$ cat src/design/mms_pkg.sv
// Shared constants and types for the square matrix multiplier.
package mms_pkg;

    localparam int DIMENSION_DEF    = 3;
    localparam int ELEMENT_BITS_DEF = 16;
    localparam int ELEMENT_W        = 16;
    localparam int PRODUCT_W        = 33;
    localparam int INDEX_W          = 2;
    localparam int QUEUE_DEPTH      = 4;

    typedef enum logic [1:0] {
        ST_LOAD = 2'b01,
        ST_CALC = 2'b10
    } t_back_state;

    typedef struct packed {
        logic full;
        logic empty;
    } t_queue_status;

endpackage

$ cat src/design/mms_front.sv
// Input front end: accepts elements, tags them for matrix A or B and queues them.
module mms_front import mms_pkg::*; #(
    parameter int DIMENSION    = DIMENSION_DEF,
    parameter int ELEMENT_BITS = ELEMENT_BITS_DEF,
    parameter int ENTRY_W      = ELEMENT_BITS + $clog2(DIMENSION * DIMENSION) + 2
) (
    input  logic                 i_clk,
    input  logic                 i_rst_n,
    input  logic                 i_valid,
    output logic                 o_stall,
    input  logic [ELEMENT_W-1:0] i_element,
    input  t_queue_status        i_queue_status,
    output logic                 o_push,
    output logic [ENTRY_W-1:0]   o_entry
);

    localparam int CELLS  = DIMENSION * DIMENSION;
    localparam int ADDR_W = $clog2(CELLS);
    localparam int CNT_W  = $clog2(2 * CELLS);

    logic [CNT_W-1:0]        r_count;
    logic [CNT_W-1:0]        n_count;
    logic                    w_is_b;
    logic                    w_last;
    logic [ADDR_W-1:0]       w_index;
    logic [ELEMENT_BITS-1:0] w_value;

    assign o_stall = i_queue_status.full;
    assign o_push  = i_valid && !i_queue_status.full;

    assign w_is_b  = (r_count >= CNT_W'(CELLS));
    assign w_last  = (r_count == CNT_W'(2 * CELLS - 1));
    assign w_index = w_is_b ? ADDR_W'(r_count - CNT_W'(CELLS)) : ADDR_W'(r_count);
    assign w_value = ELEMENT_BITS'(i_element);
    assign o_entry = {w_last, w_is_b, w_index, w_value};

    always_comb begin
        n_count = r_count;
        if (o_push) begin
            n_count = w_last ? '0 : r_count + CNT_W'(1);
        end
    end

    always_ff @(posedge i_clk) begin
        if (!i_rst_n) begin
            r_count <= '0;
        end else begin
            r_count <= n_count;
        end
    end

endmodule

$ cat src/design/mms_queue.sv
// Short FIFO between the front end and the compute engine.
module mms_queue import mms_pkg::*; #(
    parameter int WIDTH = 8
) (
    input  logic             i_clk,
    input  logic             i_rst_n,
    input  logic             i_push,
    input  logic [WIDTH-1:0] i_data,
    input  logic             i_pop,
    output logic [WIDTH-1:0] o_data,
    output t_queue_status    o_status
);

    localparam int PTR_W = $clog2(QUEUE_DEPTH);
    localparam int CNT_W = PTR_W + 1;

    logic [WIDTH-1:0] r_mem [QUEUE_DEPTH];
    logic [PTR_W-1:0] r_wr_ptr;
    logic [PTR_W-1:0] r_rd_ptr;
    logic [CNT_W-1:0] r_count;

    assign o_data         = r_mem[r_rd_ptr];
    assign o_status.full  = (r_count == CNT_W'(QUEUE_DEPTH));
    assign o_status.empty = (r_count == '0);

    always_ff @(posedge i_clk) begin
        if (i_push) begin
            r_mem[r_wr_ptr] <= i_data;
        end
    end

    always_ff @(posedge i_clk) begin
        if (!i_rst_n) begin
            r_wr_ptr <= '0;
            r_rd_ptr <= '0;
            r_count  <= '0;
        end else begin
            if (i_push) begin
                r_wr_ptr <= (r_wr_ptr == PTR_W'(QUEUE_DEPTH - 1)) ? '0 : r_wr_ptr + PTR_W'(1);
            end
            if (i_pop) begin
                r_rd_ptr <= (r_rd_ptr == PTR_W'(QUEUE_DEPTH - 1)) ? '0 : r_rd_ptr + PTR_W'(1);
            end
            if (i_push && !i_pop) begin
                r_count <= r_count + CNT_W'(1);
            end else if (!i_push && i_pop) begin
                r_count <= r_count - CNT_W'(1);
            end
        end
    end

    a_no_push_full: assert property (@(posedge i_clk) disable iff (!i_rst_n)
        !(i_push && !i_pop && o_status.full))
        else $error("queue written while full");

    a_no_pop_empty: assert property (@(posedge i_clk) disable iff (!i_rst_n)
        !(i_pop && o_status.empty))
        else $error("queue read while empty");

endmodule

$ cat src/design/mms_back.sv
// Compute engine: matrix stores and a pipelined multiply-accumulate over C = A * B.
module mms_back import mms_pkg::*; #(
    parameter int DIMENSION    = DIMENSION_DEF,
    parameter int ELEMENT_BITS = ELEMENT_BITS_DEF,
    parameter int ENTRY_W      = ELEMENT_BITS + $clog2(DIMENSION * DIMENSION) + 2
) (
    input  logic                        i_clk,
    input  logic                        i_rst_n,
    input  t_queue_status               i_queue_status,
    input  logic [ENTRY_W-1:0]          i_entry,
    output logic                        o_pop,
    output logic                        o_valid,
    input  logic                        i_stall,
    output logic signed [PRODUCT_W-1:0] o_product_element,
    output logic [INDEX_W-1:0]          o_row_index,
    output logic [INDEX_W-1:0]          o_column_index,
    output logic                        o_last
);

    localparam int CELLS  = DIMENSION * DIMENSION;
    localparam int ADDR_W = $clog2(CELLS);
    localparam int IDX_W  = $clog2(DIMENSION);
    localparam int PROD_W = 2 * ELEMENT_BITS;
    localparam int EXT_W  = (PROD_W > PRODUCT_W) ? PROD_W : PRODUCT_W;

    logic [ELEMENT_BITS-1:0] r_mem_a [CELLS];
    logic [ELEMENT_BITS-1:0] r_mem_b [CELLS];

    t_back_state r_state;
    t_back_state n_state;

    logic [IDX_W-1:0] r_row;
    logic [IDX_W-1:0] r_col;
    logic [IDX_W-1:0] r_k;

    logic                    w_entry_last;
    logic                    w_entry_is_b;
    logic [ADDR_W-1:0]       w_entry_index;
    logic [ELEMENT_BITS-1:0] w_entry_value;

    logic              w_adv;
    logic              w_issue;
    logic              w_k_last;
    logic              w_col_last;
    logic              w_row_last;
    logic              w_final;
    logic [ADDR_W-1:0] w_a_addr;
    logic [ADDR_W-1:0] w_b_addr;

    logic                           r_s1_valid;
    logic                           r_s1_first;
    logic                           r_s1_klast;
    logic                           r_s1_final;
    logic [IDX_W-1:0]               r_s1_row;
    logic [IDX_W-1:0]               r_s1_col;
    logic signed [ELEMENT_BITS-1:0] r_a_q;
    logic signed [ELEMENT_BITS-1:0] r_b_q;

    logic                     r_s2_valid;
    logic                     r_s2_first;
    logic                     r_s2_klast;
    logic                     r_s2_final;
    logic [IDX_W-1:0]         r_s2_row;
    logic [IDX_W-1:0]         r_s2_col;
    logic signed [PROD_W-1:0] r_prod;

    logic signed [EXT_W-1:0] w_prod_ext;
    logic [PRODUCT_W-1:0]    w_sum;
    logic [PRODUCT_W-1:0]    r_acc;

    logic                 r_o_valid;
    logic [PRODUCT_W-1:0] r_o_product;
    logic [INDEX_W-1:0]   r_o_row;
    logic [INDEX_W-1:0]   r_o_col;
    logic                 r_o_last;

    assign {w_entry_last, w_entry_is_b, w_entry_index, w_entry_value} = i_entry;

    assign w_adv      = !r_o_valid || !i_stall;
    assign o_pop      = (r_state == ST_LOAD) && !i_queue_status.empty;
    assign w_issue    = (r_state == ST_CALC) && w_adv;
    assign w_k_last   = (r_k == IDX_W'(DIMENSION - 1));
    assign w_col_last = (r_col == IDX_W'(DIMENSION - 1));
    assign w_row_last = (r_row == IDX_W'(DIMENSION - 1));
    assign w_final    = w_k_last && w_col_last && w_row_last;
    assign w_a_addr   = ADDR_W'(int'(r_row) * DIMENSION + int'(r_k));
    assign w_b_addr   = ADDR_W'(int'(r_k) * DIMENSION + int'(r_col));

    always_comb begin
        n_state = r_state;
        unique case (r_state)
            ST_LOAD: begin
                if (o_pop && w_entry_last) begin
                    n_state = ST_CALC;
                end
            end
            ST_CALC: begin
                if (w_issue && w_final) begin
                    n_state = ST_LOAD;
                end
            end
            default: n_state = ST_LOAD;
        endcase
    end

    always_ff @(posedge i_clk) begin
        if (!i_rst_n) begin
            r_state <= ST_LOAD;
        end else begin
            r_state <= n_state;
        end
    end

    // Store writes during load
    always_ff @(posedge i_clk) begin
        if (o_pop && !w_entry_is_b) begin
            r_mem_a[w_entry_index] <= w_entry_value;
        end
    end

    always_ff @(posedge i_clk) begin
        if (o_pop && w_entry_is_b) begin
            r_mem_b[w_entry_index] <= w_entry_value;
        end
    end

    // Registered operand reads
    always_ff @(posedge i_clk) begin
        if (w_issue) begin
            r_a_q <= r_mem_a[w_a_addr];
        end
    end

    always_ff @(posedge i_clk) begin
        if (w_issue) begin
            r_b_q <= r_mem_b[w_b_addr];
        end
    end

    // Walk row, column and inner index
    always_ff @(posedge i_clk) begin
        if (!i_rst_n) begin
            r_row <= '0;
            r_col <= '0;
            r_k   <= '0;
        end else if (o_pop && w_entry_last) begin
            r_row <= '0;
            r_col <= '0;
            r_k   <= '0;
        end else if (w_issue) begin
            if (w_k_last) begin
                r_k <= '0;
                if (w_col_last) begin
                    r_col <= '0;
                    r_row <= w_row_last ? '0 : r_row + IDX_W'(1);
                end else begin
                    r_col <= r_col + IDX_W'(1);
                end
            end else begin
                r_k <= r_k + IDX_W'(1);
            end
        end
    end

    always_ff @(posedge i_clk) begin
        if (!i_rst_n) begin
            r_s1_valid <= 1'b0;
            r_s2_valid <= 1'b0;
            r_o_valid  <= 1'b0;
        end else if (w_adv) begin
            r_s1_valid <= w_issue;
            r_s2_valid <= r_s1_valid;
            r_o_valid  <= r_s2_valid && r_s2_klast;
        end
    end

    always_ff @(posedge i_clk) begin
        if (w_adv) begin
            r_s1_first <= (r_k == '0);
            r_s1_klast <= w_k_last;
            r_s1_final <= w_final;
            r_s1_row   <= r_row;
            r_s1_col   <= r_col;
            r_s2_first <= r_s1_first;
            r_s2_klast <= r_s1_klast;
            r_s2_final <= r_s1_final;
            r_s2_row   <= r_s1_row;
            r_s2_col   <= r_s1_col;
            r_prod     <= r_a_q * r_b_q;
        end
    end

    assign w_prod_ext = EXT_W'(r_prod);
    assign w_sum      = (r_s2_first ? '0 : r_acc) + w_prod_ext[PRODUCT_W-1:0];

    always_ff @(posedge i_clk) begin
        if (w_adv && r_s2_valid) begin
            r_acc <= w_sum;
            if (r_s2_klast) begin
                r_o_product <= w_sum;
                r_o_row     <= INDEX_W'(r_s2_row);
                r_o_col     <= INDEX_W'(r_s2_col);
                r_o_last    <= r_s2_final;
            end
        end
    end

    assign o_valid           = r_o_valid;
    assign o_product_element = $signed(r_o_product);
    assign o_row_index       = r_o_row;
    assign o_column_index    = r_o_col;
    assign o_last            = r_o_last;

    a_last_corner: assert property (@(posedge i_clk) disable iff (!i_rst_n)
        (r_o_valid && r_o_last) |->
            (r_o_row == INDEX_W'(DIMENSION - 1)) && (r_o_col == INDEX_W'(DIMENSION - 1)))
        else $error("last flag away from the final element");

    a_final_to_load: assert property (@(posedge i_clk) disable iff (!i_rst_n)
        (w_issue && w_final) |=> (r_state == ST_LOAD))
        else $error("sequencer did not return to load after final term");

endmodule

$ cat src/design/matrix_multiply_square_unit.sv
// Top level of the square integer matrix multiplier.
//
// Input channel (i_valid, o_stall, i_element): one signed element per beat.
// The first DIMENSION*DIMENSION beats fill A row-major, the next fill B.
// Output channel (o_valid, i_stall, payload): DIMENSION*DIMENSION beats of
// C = A * B in row-major order with row and column indices; o_last marks
// the final element of each product matrix.
// Loading accepts one element per cycle until the four-entry queue fills.
// Once the last B element is stored, the engine runs one multiply-accumulate
// per cycle while the output is not held, DIMENSION^3 per matrix pair,
// through a read, multiply and accumulate pipeline; the first element of C
// appears once its DIMENSION terms have passed those stages. Throughput is
// bounded by the single multiplier and by store writes that wait for the
// final term.
// Elements of the next pair are queued during compute and stored once the
// final term has issued.
// Reset clears the load count, queue and pipeline; store contents are
// undefined until loaded. While the receiver stalls a valid result, the
// result is held and the whole compute pipeline freezes; the queue keeps
// taking input until full, then o_stall rises.
module matrix_multiply_square_unit import mms_pkg::*; #(
    parameter int DIMENSION    = DIMENSION_DEF,
    parameter int ELEMENT_BITS = ELEMENT_BITS_DEF
) (
    input  logic                        i_clk,
    input  logic                        i_rst_n,
    input  logic                        i_valid,
    output logic                        o_stall,
    input  logic signed [ELEMENT_W-1:0] i_element,
    output logic                        o_valid,
    input  logic                        i_stall,
    output logic signed [PRODUCT_W-1:0] o_product_element,
    output logic [INDEX_W-1:0]          o_row_index,
    output logic [INDEX_W-1:0]          o_column_index,
    output logic                        o_last
);

    localparam int ENTRY_W = ELEMENT_BITS + $clog2(DIMENSION * DIMENSION) + 2;

    t_queue_status      w_queue_status;
    logic               w_push;
    logic               w_pop;
    logic [ENTRY_W-1:0] w_push_entry;
    logic [ENTRY_W-1:0] w_pop_entry;

    mms_front #(
        .DIMENSION    (DIMENSION),
        .ELEMENT_BITS (ELEMENT_BITS),
        .ENTRY_W      (ENTRY_W)
    ) u_front (
        .i_clk          (i_clk),
        .i_rst_n        (i_rst_n),
        .i_valid        (i_valid),
        .o_stall        (o_stall),
        .i_element      ($unsigned(i_element)),
        .i_queue_status (w_queue_status),
        .o_push         (w_push),
        .o_entry        (w_push_entry)
    );

    mms_queue #(
        .WIDTH (ENTRY_W)
    ) u_queue (
        .i_clk    (i_clk),
        .i_rst_n  (i_rst_n),
        .i_push   (w_push),
        .i_data   (w_push_entry),
        .i_pop    (w_pop),
        .o_data   (w_pop_entry),
        .o_status (w_queue_status)
    );

    mms_back #(
        .DIMENSION    (DIMENSION),
        .ELEMENT_BITS (ELEMENT_BITS),
        .ENTRY_W      (ENTRY_W)
    ) u_back (
        .i_clk             (i_clk),
        .i_rst_n           (i_rst_n),
        .i_queue_status    (w_queue_status),
        .i_entry           (w_pop_entry),
        .o_pop             (w_pop),
        .o_valid           (o_valid),
        .i_stall           (i_stall),
        .o_product_element (o_product_element),
        .o_row_index       (o_row_index),
        .o_column_index    (o_column_index),
        .o_last            (o_last)
    );

endmodule

$ cat config.mk
export PLATFORM = sky130hd
export DESIGN_NAME = matrix_multiply_square_unit
export DESIGN_NICKNAME = d
export VERILOG_FILES = /design/src/design/mms_pkg.sv /design/src/design/mms_front.sv /design/src/design/mms_queue.sv /design/src/design/mms_back.sv /design/src/design/matrix_multiply_square_unit.sv
export SDC_FILE = /design/constraint.sdc
export NUM_CORES = 1
export LEC_CHECK = 0
export BUFFER_PORTS_ARGS = -buffer_cell sky130_fd_sc_hd__buf_2
export CAP_MARGIN = 20
export CORE_UTILIZATION = 45
export DETAILED_ROUTE_END_ITERATION = 10
export HOLD_SLACK_MARGIN = 0.03
export SLEW_MARGIN = 15
export SYNTH_ARGS = -nofsm -noshare
export SYNTH_HDL_FRONTEND = slang
export SYNTH_SLANG_ARGS = --single-unit
$ cat constraint.sdc
create_clock -name i_clk -period 7.35 [get_ports i_clk]
set_clock_uncertainty 0.15 [all_clocks]
set_input_delay 1.47 -clock i_clk [delete_from_list [all_inputs] [get_ports i_clk]]
set_output_delay 1.47 -clock i_clk [all_outputs]
set_load 0.02 [all_outputs]
==> reports/qor.yml <==
worst_setup_path:
  crit_path_max_incr_delay_ps: 840
  worstPathCellList: "nand2_1 > inv_1 > fa_1 > fa_1 > inv_1 > fa_1 > inv_1 > fa_1 > fa_1 > inv_1 > fa_1 > inv_1 > ha_1 > inv_1 > nor4_1 > nand2_1 > a211oi_2 > o21ai_1 > or4b_1 > o311ai_1"
  crit_family: "adder cells"
  crit_slowest_cell: "fa_1"
  critPathRequiredTime_ps: 7560
  worst-path-buf-inv: 6
  crit-reg2reg-launch: "u_back.r_b_q[1]"
  critical_path.endpoint_type: "register"
  critical_path_class: "register to register"
  critPathMaxFanout: 16
  worstSetupStartpoint: "u_back.r_b_q[1]"
  critPathLaunchType: "register"
  cp_data_arrival_time_ps: 7060
route:
  drt_drc_violations_left: 0
  vias: 17049
  drtPass1Iterations: 7
  routed_wirelength_mm: 60.82
  route.detailed.wl_per_inst_um: 18.25
  vias_per_cell: 5.115
  first_iteration_detailed_routing_drc_count: 1018
  ant_nets: 0
job:
  drv.max_cap_violation_count: 0
clock_tree:
  post_cts.resized_instances: 0
  cts-buffers-inserted: 58
  ctsHoldBuffers: 0
  worst_skew_pair.late_latency_ps: 630
  clock_tree_from_tritoncts: "done"
  cts.repair_timing.setup_buffer_count: 0
  cts.path.max_buffers: 3
  numClockSinks: 550
  cts.clk_slew.worst_paths_ps: 70
  clock-root-buffer: "clkbuf_16"
  ctsHtreeMaxLevel: 2
pwr:
  cellInternalPower_mw: 8.393
  power.share.switching_pct: 36.62
  share_clk_of_total_power_pct: 22.4
  vdd_ir_drop_max_v: 0.0002941
  psw_mw: 4.849
  combPwrFrac_pct: 44.3
  report.power.total_mw: 13.24
  power.share.sequential_pct: 33.3
  power_per_cell_area_nw_per_um2: 375.9
  power.leakage_nw: 13.56
layout:
  syn_to_final_growth_pct: 10.64
  fraction_of_layout_instances_using_a_drive_strength_above_1_pct: 13.00
  utilization_pct: 50.30
  post-route-cell-area_sq_um: 35230
  layout.nets: 2766
  antenna-diode-count: 0
hold_path:
  min_from: "u_back.r_s2_row[0]"
  min-delay-path-class: "register to register"
sta:
  achievable-frequency_mhz: 146.0
  timing_hold_violations_final: 0
  period_minus_slack_ps: 6849
  slew_headroom_pct: 27.85
  worst_pin_slew_ps: 1081
  finalSetupViolCount: 0
  setup_total_negative_slack_ps: 0
  timing.final.crit_share_pct: 93.18
  slew_violations: 0
  rsz_0062_raised_after_global_routing: "no"
logic_synthesis:
  post_synthesis_cell_count: 2275
  synth.top_cells.by_area: "edfxtp_1 (50%), fa_1 (17%), mux4_2 (6.1%), ha_1 (5.2%), inv_1 (3.9%)"
  synthArstFlopShare_pct: 0
  yosysUniqueCellTypes: 76
  netlist.area_leader.share_pct: 49.52
  synth_nets: 2696
  synthFlopType: "edfxtp_1"
  synthDominantAreaCellType: "edfxtp_1"
  synth.cell_area_sq_um: 31840
  yosys_warnings: 0
  syn_avg_cell_area_sq_um: 13.99
  post-synth-top-count-cell: "edfxtp_1"
  edff_count_synth: 525
  yosys_register_bits: 550
  synth.cells.most_frequent: "edfxtp_1 (525), inv_1 (330), fa_1 (268)"
  ys_seq_area_share_pct: 51.09
floorplanning:
  floorplan.initialDensity_pct: 45.46
  count_of_standard_cell_rows: 97
  fp.dieH_um: 268.0
  fp.coreArea_sq_um: 70030
  io-pin-count: 60
  die_width_um: 268.0
  floorplan.die_area_sq_um: 71820
global_routing:
  grt_pass1_wl_mm: 98.84
  grt.overflow.total: 0
  first_global_vias: 18390
  grt_max_degree: 50
  globalRouteTotalUtil_pct: 17.66
  grt_antenna_before_repair: 0
placed_design:
  dpl-instance-area_sq_um: 33250
  place_congestion: 0.8750
  place.detailed.hpwl_mm: 43.16
  io_buffers: 59
run_status:
  status: "completed"
[kinds of logic (layout without fill, tap and decap cells)]
kind of cell	count (synthesis)	after routing	synth area share (%)
AO/OA/AOI/OAI	211	211	4.748
XOR/XNOR	68	68	1.871
adder cells (fa/ha/maj)	401	401	22.08
buffers and inverters	399	517	4.744
flip-flops	550	550	51.09
multiplexers	129	129	7.440
AND/OR/NAND/NOR	517	517	8.029
[stage by stage]
step | hold slack, ps | cells | setup slack (ps)
finish | 264.3 | 3333 | 501.1
global route | 276.5 | 3333 | 149.4
CTS | 271.5 | 3331 | 523.0
detailed placement | 256.2 | 3223 | 500.6
global placement | 251.0 | 3222 | 616.3
floorplan | 250.3 | 2275 | 971.4
[per-layer routing]
layer	global-route usage (%)	wire length, um
met2	31.71	30970
met3	2.190	1980
met4	4.293	1052
met5	0	0
met1	22.70	26820
[cells in the final DEF, fill, tap and decap left out, drive strengths merged, types with 18 or more instances in the layout]
cell type	count
edfxtp	525
inv	331
fa	268
nand2	195
ha	133
and2	132
mux4	86
buf	79
nor2	76
clkbuf	68
o21ai	62
xnor2	52
a21oi	51
nor2b	43
mux2i	42
clkinv	28
dfxtp	25
a21o	18
[state kept, by name (all words and copies together) (netlist names), 3 cells and up, named ones only]
signal                    cells
u_back.r_b_q                 16
u_back.r_a_q                 16
u_queue.r_count               3
u_back.r_prod                32
u_back.r_mem_a              144
u_back.r_mem_b              144
u_front.r_count               5
u_back.r_acc                 33
u_queue.r_mem                88
u_back.o_product_element     33
[power by group through the flow]
stage | clock network (mW) | registers, mW | logic [mW]
3_5_place_dp | 0 | 4.48 | 5.89
5_1_grt | 3.16 | 4.44 | 6.64
3_3_place_gp | 0 | 4.47 | 5.69
2_1_floorplan | 0 | 4.43 | 4.54
4_1_cts | 3.04 | 4.41 | 5.92
6_report | 2.96 | 4.41 | 5.87
[worst paths after layout]
path                                              end  slack, ps  cells after the start
worst max register to register      u_back.r_prod[28]        500                     20
worst max-delay path                u_back.r_prod[28]        500                     20
worst min-delay path            u_back.o_row_index[0]        260                      0
worst min register to register  u_back.o_row_index[0]        260                      0
[cell type report]
cell class / instances / area [sq um]
multi-input combinational: 1326 / 14140
sequential: 550 / 16270
clock buffer: 68 / 1489
inverter: 330 / 1239
timing repair buffer: 79 / 460.4
fill: 5997 / 34800
tap: 940 / 1176
clock inverter: 40 / 459.2
No activity file was read; power rests on OpenSTA's default activity.
